--- config.mk ---
export PLATFORM = sky130hd
export DESIGN_NAME = btft_ctrl
export DESIGN_NICKNAME = d
export VERILOG_FILES = /design/src/rtl/btft_pkg.sv /design/src/rtl/btft_ctrl.sv
export SDC_FILE = /design/constraint.sdc
export NUM_CORES = 1
export LEC_CHECK = 0
export BUFFER_PORTS_ARGS = -buffer_cell sky130_fd_sc_hd__buf_2
export CORE_AREA = 3 3 289 291
export DETAILED_ROUTE_END_ITERATION = 10
export DIE_AREA = 0 0 292 294
export GPL_TIMING_DRIVEN = 0
export HOLD_SLACK_MARGIN = 0.02
export PLACE_DENSITY = 0.53
export SYNTH_ARGS = -nofsm -noshare
export SYNTH_HDL_FRONTEND = slang
export SYNTH_SLANG_ARGS = --single-unit
--- constraint.sdc ---
create_clock -name clock -period 31.7 [get_ports clock]
set_input_delay 1.585 -clock clock [delete_from_list [all_inputs] [get_ports clock]]
set_output_delay 1.585 -clock clock [all_outputs]
set_load 0.1 [all_outputs]
--- src/rtl/btft_pkg.sv ---
// Package for the bidirectional TCP flow table.
// Holds the request, entry and result types, status codes and fixed constants.
// Used by btft_mem, btft_ctrl and bidirectional_tcp_flow_table_top; depends on nothing.
package btft_pkg;

   localparam logic        REQ_ACCOUNT  = 1'b0;
   localparam logic        REQ_READ     = 1'b1;
   localparam logic [15:0] ETHER_IPV4   = 16'h0800;
   localparam logic [7:0]  PROTO_TCP    = 8'd6;
   localparam logic [6:0]  IP_HDR_BYTES = 7'd20;
   localparam logic [31:0] PKT_MAX      = 32'hFFFF_FFFF;
   localparam logic [47:0] BYTE_MAX     = 48'hFFFF_FFFF_FFFF;

   typedef enum logic [2:0] {
      ST_IGNORED     = 3'd0,
      ST_FWD_MATCH   = 3'd1,
      ST_REV_MATCH   = 3'd2,
      ST_NEW_ENTRY   = 3'd3,
      ST_TABLE_FULL  = 3'd4,
      ST_READ_OK     = 3'd5,
      ST_READ_UNUSED = 3'd6
   } status_type;

   typedef enum logic [2:0] {
      S_IDLE,
      S_SCAN,
      S_UPDATE,
      S_APPEND,
      S_READ,
      S_RESULT
   } state_type;

   typedef struct packed {
      logic        req_kind;
      logic [15:0] eth_type;
      logic [7:0]  ip_protocol;
      logic [31:0] src_ip;
      logic [31:0] dst_ip;
      logic [15:0] src_port;
      logic [15:0] dst_port;
      logic [15:0] ip_total_length;
      logic [3:0]  tcp_header_words;
      logic [7:0]  read_index;
   } request_type;

   typedef struct packed {
      logic [31:0] src_addr;
      logic [31:0] dst_addr;
      logic [15:0] src_port;
      logic [15:0] dst_port;
      logic [31:0] packets;
      logic [47:0] bytes;
   } entry_type;

   typedef struct packed {
      status_type  status;
      logic [7:0]  entry_index;
      logic [15:0] payload_length;
      entry_type   entry;
      logic [8:0]  flows_in_use;
   } result_type;

endpackage

--- src/rtl/btft_ctrl.sv ---
// Sequencer of the flow table: classifies a request, scans the entry memory in order,
// then updates or appends an entry; a read reads its entry directly. All form a result.
// Depends on btft_pkg; drives the ports of btft_mem.
module btft_ctrl #(
   parameter int TABLE_DEPTH = 256,
   parameter int IDX_W       = 8,
   parameter int UC_W        = 9
) (
   input  logic                  clock,
   input  logic                  reset,
   input  logic                  req_valid,
   output logic                  req_ready,
   input  btft_pkg::request_type req,
   output logic                  res_valid,
   input  logic                  res_ready,
   output btft_pkg::result_type  res,
   output logic                  rd_en,
   output logic [IDX_W-1:0]      rd_addr,
   input  btft_pkg::entry_type   rd_data,
   output logic                  wr_en,
   output logic [IDX_W-1:0]      wr_addr,
   output btft_pkg::entry_type   wr_data
);

   localparam int CMP_W = (UC_W > 9) ? UC_W : 9;

   btft_pkg::state_type  state_ff,  state_in;
   logic [UC_W-1:0]      used_ff,   used_in;
   logic [IDX_W-1:0]     scan_ff,   scan_in;
   logic [15:0]          pay_ff,    pay_in;
   logic [31:0]          sa_ff,     sa_in;
   logic [31:0]          da_ff,     da_in;
   logic [15:0]          sp_ff,     sp_in;
   logic [15:0]          dp_ff,     dp_in;
   logic [7:0]           ridx_ff,   ridx_in;
   btft_pkg::entry_type  hit_ff,    hit_in;
   btft_pkg::status_type hit_st_ff, hit_st_in;
   btft_pkg::result_type res_ff,    res_in;

   logic [6:0]           hdr_bytes;
   logic [15:0]          pay_calc;
   logic                 is_tcp;
   logic                 read_in_use;
   logic                 fwd_hit;
   logic                 rev_hit;
   logic                 scan_last;
   logic                 table_full;
   logic [48:0]          byte_sum;
   btft_pkg::entry_type  upd_entry;
   btft_pkg::entry_type  new_entry;
   btft_pkg::result_type res_base;

   assign hdr_bytes = btft_pkg::IP_HDR_BYTES + {1'b0, req.tcp_header_words, 2'b00};
   assign pay_calc  = (req.ip_total_length > {9'd0, hdr_bytes}) ?
                      (req.ip_total_length - {9'd0, hdr_bytes}) : 16'd0;
   assign is_tcp    = (req.eth_type == btft_pkg::ETHER_IPV4) &&
                      (req.ip_protocol == btft_pkg::PROTO_TCP);
   assign read_in_use = CMP_W'(req.read_index) < CMP_W'(used_ff);

   assign fwd_hit = (rd_data.src_addr == sa_ff) && (rd_data.dst_addr == da_ff) &&
                    (rd_data.src_port == sp_ff) && (rd_data.dst_port == dp_ff);
   assign rev_hit = (rd_data.src_addr == da_ff) && (rd_data.dst_addr == sa_ff) &&
                    (rd_data.src_port == dp_ff) && (rd_data.dst_port == sp_ff);
   assign scan_last  = (UC_W'(scan_ff) + 1'b1) == used_ff;
   assign table_full = used_ff == UC_W'(TABLE_DEPTH);

   assign byte_sum = {1'b0, hit_ff.bytes} + {33'd0, pay_ff};

   always_comb begin
      upd_entry         = hit_ff;
      upd_entry.packets = (hit_ff.packets == btft_pkg::PKT_MAX) ?
                          btft_pkg::PKT_MAX : hit_ff.packets + 32'd1;
      upd_entry.bytes   = byte_sum[48] ? btft_pkg::BYTE_MAX : byte_sum[47:0];
   end

   always_comb begin
      new_entry.src_addr = sa_ff;
      new_entry.dst_addr = da_ff;
      new_entry.src_port = sp_ff;
      new_entry.dst_port = dp_ff;
      new_entry.packets  = 32'd1;
      new_entry.bytes    = {32'd0, pay_ff};
   end

   always_comb begin
      res_base                = '0;
      res_base.status         = btft_pkg::ST_IGNORED;
      res_base.flows_in_use   = 9'(used_ff);
   end

   always_comb begin
      state_in  = state_ff;
      used_in   = used_ff;
      scan_in   = scan_ff;
      pay_in    = pay_ff;
      sa_in     = sa_ff;
      da_in     = da_ff;
      sp_in     = sp_ff;
      dp_in     = dp_ff;
      ridx_in   = ridx_ff;
      hit_in    = hit_ff;
      hit_st_in = hit_st_ff;
      res_in    = res_ff;
      rd_en     = 1'b0;
      rd_addr   = '0;
      wr_en     = 1'b0;
      wr_addr   = scan_ff;
      wr_data   = upd_entry;
      req_ready = 1'b0;
      res_valid = 1'b0;
      unique case (state_ff)
         btft_pkg::S_IDLE: begin
            req_ready = 1'b1;
            if (req_valid) begin
               sa_in   = req.src_ip;
               da_in   = req.dst_ip;
               sp_in   = req.src_port;
               dp_in   = req.dst_port;
               pay_in  = pay_calc;
               ridx_in = req.read_index;
               if (req.req_kind == btft_pkg::REQ_READ) begin
                  if (read_in_use) begin
                     rd_en    = 1'b1;
                     rd_addr  = IDX_W'(req.read_index);
                     state_in = btft_pkg::S_READ;
                  end else begin
                     res_in             = res_base;
                     res_in.status      = btft_pkg::ST_READ_UNUSED;
                     res_in.entry_index = req.read_index;
                     state_in           = btft_pkg::S_RESULT;
                  end
               end else if (!is_tcp) begin
                  res_in   = res_base;
                  state_in = btft_pkg::S_RESULT;
               end else if (used_ff == '0) begin
                  state_in = btft_pkg::S_APPEND;
               end else begin
                  rd_en    = 1'b1;
                  rd_addr  = '0;
                  scan_in  = '0;
                  state_in = btft_pkg::S_SCAN;
               end
            end
         end
         btft_pkg::S_SCAN: begin
            if (fwd_hit || rev_hit) begin
               hit_in    = rd_data;
               hit_st_in = fwd_hit ? btft_pkg::ST_FWD_MATCH : btft_pkg::ST_REV_MATCH;
               state_in  = btft_pkg::S_UPDATE;
            end else if (scan_last) begin
               if (table_full) begin
                  res_in                = res_base;
                  res_in.status         = btft_pkg::ST_TABLE_FULL;
                  res_in.payload_length = pay_ff;
                  state_in              = btft_pkg::S_RESULT;
               end else begin
                  state_in = btft_pkg::S_APPEND;
               end
            end else begin
               rd_en   = 1'b1;
               rd_addr = IDX_W'(scan_ff + 1'b1);
               scan_in = IDX_W'(scan_ff + 1'b1);
            end
         end
         btft_pkg::S_UPDATE: begin
            wr_en                 = 1'b1;
            wr_addr               = scan_ff;
            wr_data               = upd_entry;
            res_in.status         = hit_st_ff;
            res_in.entry_index    = 8'(scan_ff);
            res_in.payload_length = pay_ff;
            res_in.entry          = upd_entry;
            res_in.flows_in_use   = 9'(used_ff);
            state_in              = btft_pkg::S_RESULT;
         end
         btft_pkg::S_APPEND: begin
            wr_en                 = 1'b1;
            wr_addr               = IDX_W'(used_ff);
            wr_data               = new_entry;
            used_in               = UC_W'(used_ff + 1'b1);
            res_in.status         = btft_pkg::ST_NEW_ENTRY;
            res_in.entry_index    = 8'(used_ff);
            res_in.payload_length = pay_ff;
            res_in.entry          = new_entry;
            res_in.flows_in_use   = 9'(used_ff + 1'b1);
            state_in              = btft_pkg::S_RESULT;
         end
         btft_pkg::S_READ: begin
            res_in.status         = btft_pkg::ST_READ_OK;
            res_in.entry_index    = ridx_ff;
            res_in.payload_length = 16'd0;
            res_in.entry          = rd_data;
            res_in.flows_in_use   = 9'(used_ff);
            state_in              = btft_pkg::S_RESULT;
         end
         btft_pkg::S_RESULT: begin
            res_valid = 1'b1;
            if (res_ready) begin
               state_in = btft_pkg::S_IDLE;
            end
         end
         default: begin
            state_in = btft_pkg::S_IDLE;
         end
      endcase
   end

   always_ff @(posedge clock) begin
      if (reset) begin
         state_ff <= btft_pkg::S_IDLE;
         used_ff  <= '0;
      end else begin
         state_ff <= state_in;
         used_ff  <= used_in;
      end
   end

   always_ff @(posedge clock) begin
      scan_ff   <= scan_in;
      pay_ff    <= pay_in;
      sa_ff     <= sa_in;
      da_ff     <= da_in;
      sp_ff     <= sp_in;
      dp_ff     <= dp_in;
      ridx_ff   <= ridx_in;
      hit_ff    <= hit_in;
      hit_st_ff <= hit_st_in;
      res_ff    <= res_in;
   end

   assign res = res_ff;

endmodule

# Word level (Yosys, flattened, before mapping)
# Index checks and enable logic that the tools add are counted.
[classes]
n_addsub = 7
reduce_logical = 19
n_eq_ne = 30
magnitude_cmp = 2
n_mux = 47
[ops]
columns = ["cell", "n"]
rows = [
  ["two-way mux 212 bit", 7],
  ["one-hot mux 212 bit (5 select lines)", 1],
  ["two-way mux 176 bit", 1],
  ["== test 32 bit", 4],
  ["two-way mux 8 bit", 12],
  ["== test 16 bit", 4],
  ["adder 48 x 16 -> 49 bit", 1],
  ["two-way mux 48 bit", 1],
  ["adder 32 x 1 -> 32 bit, second input constant", 1],
  ["== test 32 bit, second input constant", 1],
  ["two-way mux 32 bit", 1],
  ["one-hot mux 8 bit (2 select lines)", 2],
  ["two-way mux 3 bit", 7],
  ["inequality test 2 bit, second input constant", 9],
  ["== test 16 x 12 -> 1 bit, second input constant", 1],
  ["greater-than comparator 16 x 7 -> 1 bit", 1],
  ["subtractor 16 x 7 -> 16 bit", 1],
  ["AND reduction 7 bit", 2],
  ["one-hot mux 3 bit (4 select lines)", 1],
  ["two-way mux 1 bit", 11],
  ["adder 8 x 1 -> 9 bit, second input constant", 1],
  ["adder 9 x 1 -> 9 bit, second input constant", 1],
  ["== test 9 bit", 1],
  ["== test 9 bit, second input constant", 1],
  ["other kinds (20)", 32],
]
[word_totals]
register_bits = 531
out_inout_bits = 408

# Depth between registers and ports, before layout
[logic_depth]
depth_word = 7
ltp_mapped = 12
ltp_nobuf = 11

# Least setup slack after synthesis
# Ideal clock, no wire load.
[synth_path]
path_type = "input to register"
from = "input rd_data[125] (netlist name)"
to = "register res_ff (netlist bit res[0]) (enable)"
cell_stages = 8
path_buffers = 0
required_time_ns = 30.396
t_arrival_ns = 22.275
setup_ns = 1.304
slack_ns = 8.121
path_cell_list = "inv_1 o221ai_1 nor4_1 nand4_1 nor4_2 nor2_1 a31oi_1 nor4_1"
[synth_between]
elab_chain_len = 7
elab_cells_between_ends = 11
[synth_lines]
columns = ["element", "line", "rtl"]
rows = [
  ["from (decl)", "btft_ctrl.sv:19", "input btft_pkg::entry_type rd_data,"],
  ["== test 32 bit", "btft_ctrl.sv:60", "assign fwd_hit = (rd_data.src_addr == sa_ff) && (rd_data.dst_addr == da_ff) &&"],
  ["logical AND 1 bit (2 in series)", "btft_ctrl.sv:60", ""],
  ["logical AND 1 bit", "btft_ctrl.sv:61", "(rd_data.src_port == sp_ff) && (rd_data.dst_port == dp_ff);"],
  ["named net fwd_hit", "btft_ctrl.sv:44", "logic fwd_hit;"],
  ["logical OR 1 bit", "btft_ctrl.sv:146", "if (fwd_hit || rev_hit) begin"],
  ["inequality test 2 bit (no line)", "n/a", ""],
  ["AND reduction 7 bit (no line)", "n/a", ""],
  ["to (signal assigned)", "btft_ctrl.sv:228", "res_ff <= res_in;"],
  ["to (decl)", "btft_ctrl.sv:38", "btft_pkg::result_type res_ff, res_in;"],
]
# The timed path passes the listed nets, and every way through them passes these cells.
# A chain may end at the register's enable or synchronous reset.

# Worst setup path in the final report
[layout_path]
from = "input rd_data[167] (netlist name)"
to = "output rd_addr[2]"
[layout_between]
elab_chain_len = 7
elab_cells_between_ends = 11
[layout_lines]
columns = ["element", "line", "rtl"]
rows = [
  ["== test 32 bit, on equally long branches", "btft_ctrl.sv:60, btft_ctrl.sv:62", ""],
  ["logical AND 1 bit, on equally long branches (2 in series)", "btft_ctrl.sv:60, btft_ctrl.sv:62", ""],
  ["logical AND 1 bit, on equally long branches", "btft_ctrl.sv:61, btft_ctrl.sv:63", ""],
  ["logical OR 1 bit *", "btft_ctrl.sv:146", ""],
  ["two-way mux 8 bit *", "btft_ctrl.sv:146", ""],
  ["one-hot mux 8 bit (2 select lines) *", "btft_ctrl.sv:111", "unique case (state_ff)"],
  ["to (decl)", "btft_ctrl.sv:18", "output logic [IDX_W-1:0] rd_addr,"],
]
# Mark *: on every way between the ends. The rest lies on a longest branch, timed or not.

==> impl_summary.txt <==
----------------------------------------------------
[Run status]
  Result of the run ... finished, final reports clean

[Clock network]
  H-tree levels ... 3
  Number of buffers inserted by hold repair at cts ... 0
  Maximum buffer depth of the clock tree ... 3
  Number of instances resized during post-cts repair ... 0
  Clock tree from TritonCTS ... built
  Number of buffers inserted during clock tree synthesis ... between 60 and 70
  Clock insertion delay at the later pin of the skew report ... 0.62 ns
  Clock transition at the registers of the reported paths ... approximately 0.06 ns
  Clock root cell ... clkbuf_16
  Buffers inserted by post-CTS timing repair ... 0
  TritonCTS sink count ... 530

[Synth]
  Instance count of the mapped netlist ... 2,359
  Total nets after synthesis ... 2,723
  Yosys cell types ... 73
  Number of synthesis warnings ... 0
  Synthesized flop and latch total ... 530
  Fraction of registers with async set or reset after synthesis ... 0%
  Predominant post-synthesis flop cell ... edfxtp_1
  Part of the Yosys area used for sequential elements ... approximately three fifths
  Number of enable-type register cells in the synthesized netlist ... 518
  Netlist Area Pre-Place ... 26,700 µm²
  Per-instance average area after synthesis ... 11.3 µm²

[Worst setup path]
  R2R setup slack ... around 27 ns
  Logic depth of the worst path, buffers included ... 11
  Arrival time worst endpoint ... roughly 5.1 ns
  CP Capture Type ... output pin
  Combined buffer and inverter count along the critical path ... 3
  Crit-path max FO ... 10
  Slowest stage cell, crit path ... xnor2_1
  Startpoint kind of the worst setup timing path ... primary input
  Slowest cell delay on critical path ... approximately 0.64 ns
  Delay-heaviest family, CP ... simple AND/OR/NAND/NOR gates
  Most frequent cell on the critical path ... buf_2
  CP Cell Sequence ... buf_2 -> xnor2_1 -> nand4_1 -> nor4_1 -> nand4_1 -> nor4_1 -> nor2_1 -> nand2_1 -> buf_2 -> o21ai_0 -> buf_2
  Depth of the worst register-to-register path ... 14
  Required time of the critical path ... 30.12 ns
  Startpoint-to-endpoint class of the critical path ... primary input to output pin

[Floorplanning]
  Std-Cell Rows ... 104
  # IOs ... 737
  Total Die Area ... 85,800 µm²
  Die X-Extent ... 292 µm
  Area of the core ... 80,800 µm²
  Initial Utilization ... 33.1%
  Die outline height ... 294 µm

[Placed design]
  GPL Wtd Cong ... 0.927
  Worst-case setup slack after placement ... roughly 25 ns
  Area post-placement ... 32,200 µm²
  Post-DP HPWL ... 101,000 µm
  Post-Place Cells ... 4,197
  IO Port Bufs ... 736

[STA]
  Part of the cycle the worst path needs ... 21.0%
  Setup-failing EPs final ... 0
  Post-route worst hold slack ... roughly 0.55 ns
  Pin slew with the least headroom to its limit ... 1.48 ns
  Normalized max-slew margin ... 1.63%
  Max-slew violation count ... 0
  Final Hold Fails ... 0
  Min Tclk post-route ... 6.66 ns
  Final Worst Setup Slack ... 25.04 ns
  Worst setup skew after layout ... approximately 0.035 ns
  Fmax ... 0.150 GHz
  RSZ-0062 raised after global routing ... no

[Cells and area]
  Count of non-filler cells in the finished layout ... 4,331
  Core utilization of the finished layout ... 42.5%
  Most common cell after layout, fill and taps aside ... buf_2
  Syn-to-layout area delta ... 28.4%
  Highest-count cells in the layout ignoring fill and taps ... buf_2, edfxtp_1, nand2_1, xnor2_1, o21ai_0
  Total non-filler cell area in the finished layout ... 34,300 µm²
  Fraction of layout instances using a drive strength above 1 ... 28.4%
  Fin nets ... 3,569

[Route]
  Number of DRC violations after detailed-routing iteration 0 ... roughly 2.3k
  Number of iterations in the first detailed-routing pass ... 5
  Via count of the routed design ... 23.1k
  Post-DR wirelength/cell ... 29.7 µm
  Drt total wl ... 128,000 µm
  Number of vias per cell ... ~5.3
  Number of nets with antenna violations after detailed routing ... 0
  DRC Markers ... 0

[Global routing]
  Aggregate global-route resource usage ... 28.9%
  Largest net degree at the start of global routing ... 56
  Vias in the first global route ... 22.5k
  GR Overflow Total ... 0
  First-pass GRT wire length ... 174,000 µm
  Initial antenna violation count ... 25

[Power]
  VDD IR-drop max ... a little under 0.09 mV
  Leakage ... 13.8 nW
  PwrDens ... 117 nW/µm²

[Min path]
  Classification of the worst-slack hold path ... register to register
  Hold Crit Depth ... 2

[Job]
  Number of max-cap violations ... 0

----------------------------------------------------
worst register-to-register path, cell delays in order (launching register included):
cell and delay [ns]:
edfxtp_1 0.48, xnor2_1 0.63, o221ai_1 0.39, nor4_1 0.35, nand4_1 0.16, nor4_2 0.65
nor2_1 0.32, a31oi_1 0.35, nor4_2 0.17, buf_4 0.22, buf_4 0.19, buf_4 0.19
buf_4 0.19, buf_4 0.19, buf_4 0.18
state kept, by name, indices dropped and copies added, names as in the netlist:
name and flops:
state_ff 3, used_ff 9, hit_st_ff 2, res 212
scan_ff 8, dp_ff 16, da_ff 32, pay_ff 16
hit_ff 176, sa_ff 32, sp_ff 16, ridx_ff 8
kinds of logic (layout without fill, tap and decap cells):
logic type               after synthesis  in the layout  share of synthesized area (%)
AND/OR/NAND/NOR                      856            856                           14.6
adder cells (fa/ha/maj)               35             35                           1.70
buffers and inverters                149           1043                           2.21
flip-flops                           530            530                           59.1
other                                  0             18                              0
AO/OA/AOI/OAI                        398            398                           9.07
multiplexers                         117            117                           4.38
XOR/XNOR                             274            274                           8.98
synthesized netlist by cell type, drive strengths merged, types with 4 or more instances:
library cell  number  area [µm²]
a21o              43         323
a21oi             97         489
a221o             17         170
a31oi              9        56.3
a32oi             12         105
and2              22         138
and3              11        68.8
and4               4        35.0
buf               26         128
clkbuf            87         327
dfxtp             12         240
edfxtp           518       15600
ha                33         413
inv               35         131
mux2i            117        1170
nand2            482        1810
nand2b             7        43.8
nand3             37         195
nand4             75         482
nor2             121         464
nor2b             18         113
nor3              23         120
nor3b              6        50.1
nor4              31         206
nor4b              5        50.0
o21a              10        75.1
o21ai            174         871
o21bai             5        37.5
o31a               4        35.0
xnor2            206        1800
xor2              68         596
final cells by class:
| class | instances | area (µm²) |
|---|---|---|
| fill | 7912 | 46500 |
| sequential | 530 | 15800 |
| multi-input combinational | 1680 | 10400 |
| timing repair buffer | 778 | 4140 |
| clock buffer | 79 | 1750 |
| tap | 1060 | 1330 |
| buffer | 113 | 455 |
| clock inverter | 37 | 308 |
| inverter | 36 | 135 |
| antenna | 18 | 45.0 |
final timing paths:
path | from | end
hold reg to reg | hit_st_ff[1] | res[210]
hold / removal | hit_st_ff[1] | res[210]
setup / recovery | rd_data[167] | rd_addr[2]
setup reg to reg | dp_ff[14] | res[83]
through the flow:
stage	power, W	setup TNS [ns]
3_3_place_gp	0.00339	-1636.62
3_5_place_dp	0.00329	0
4_1_cts	0.00403	0
6_report	0.00401	0
5_1_grt	0.00412	0
2_1_floorplan	0.00284	0
power breakdown:
part / leakage [nW] / switching [W] / internal (W)
clock: 1.02 / 0.000317 / 0.000421
sequential: 5.02 / 0.000116 / 0.00103
combinational: 7.77 / 0.00180 / 0.000331
total: 13.8 / 0.00223 / 0.00179
routing by layer:
layer  vias up  GRT usage, %  wire (µm)  part of all wire, %
li1      10253             -          -                    -
met1     11395          35.6      50400                   39
met2      1233          50.4      63400                   49
met3       212          5.52       9810                  7.6
met4        10          10.5       4850                  3.8
met5         -             0         55                0.043
Note: power is estimated with default switching activity, not from simulation.
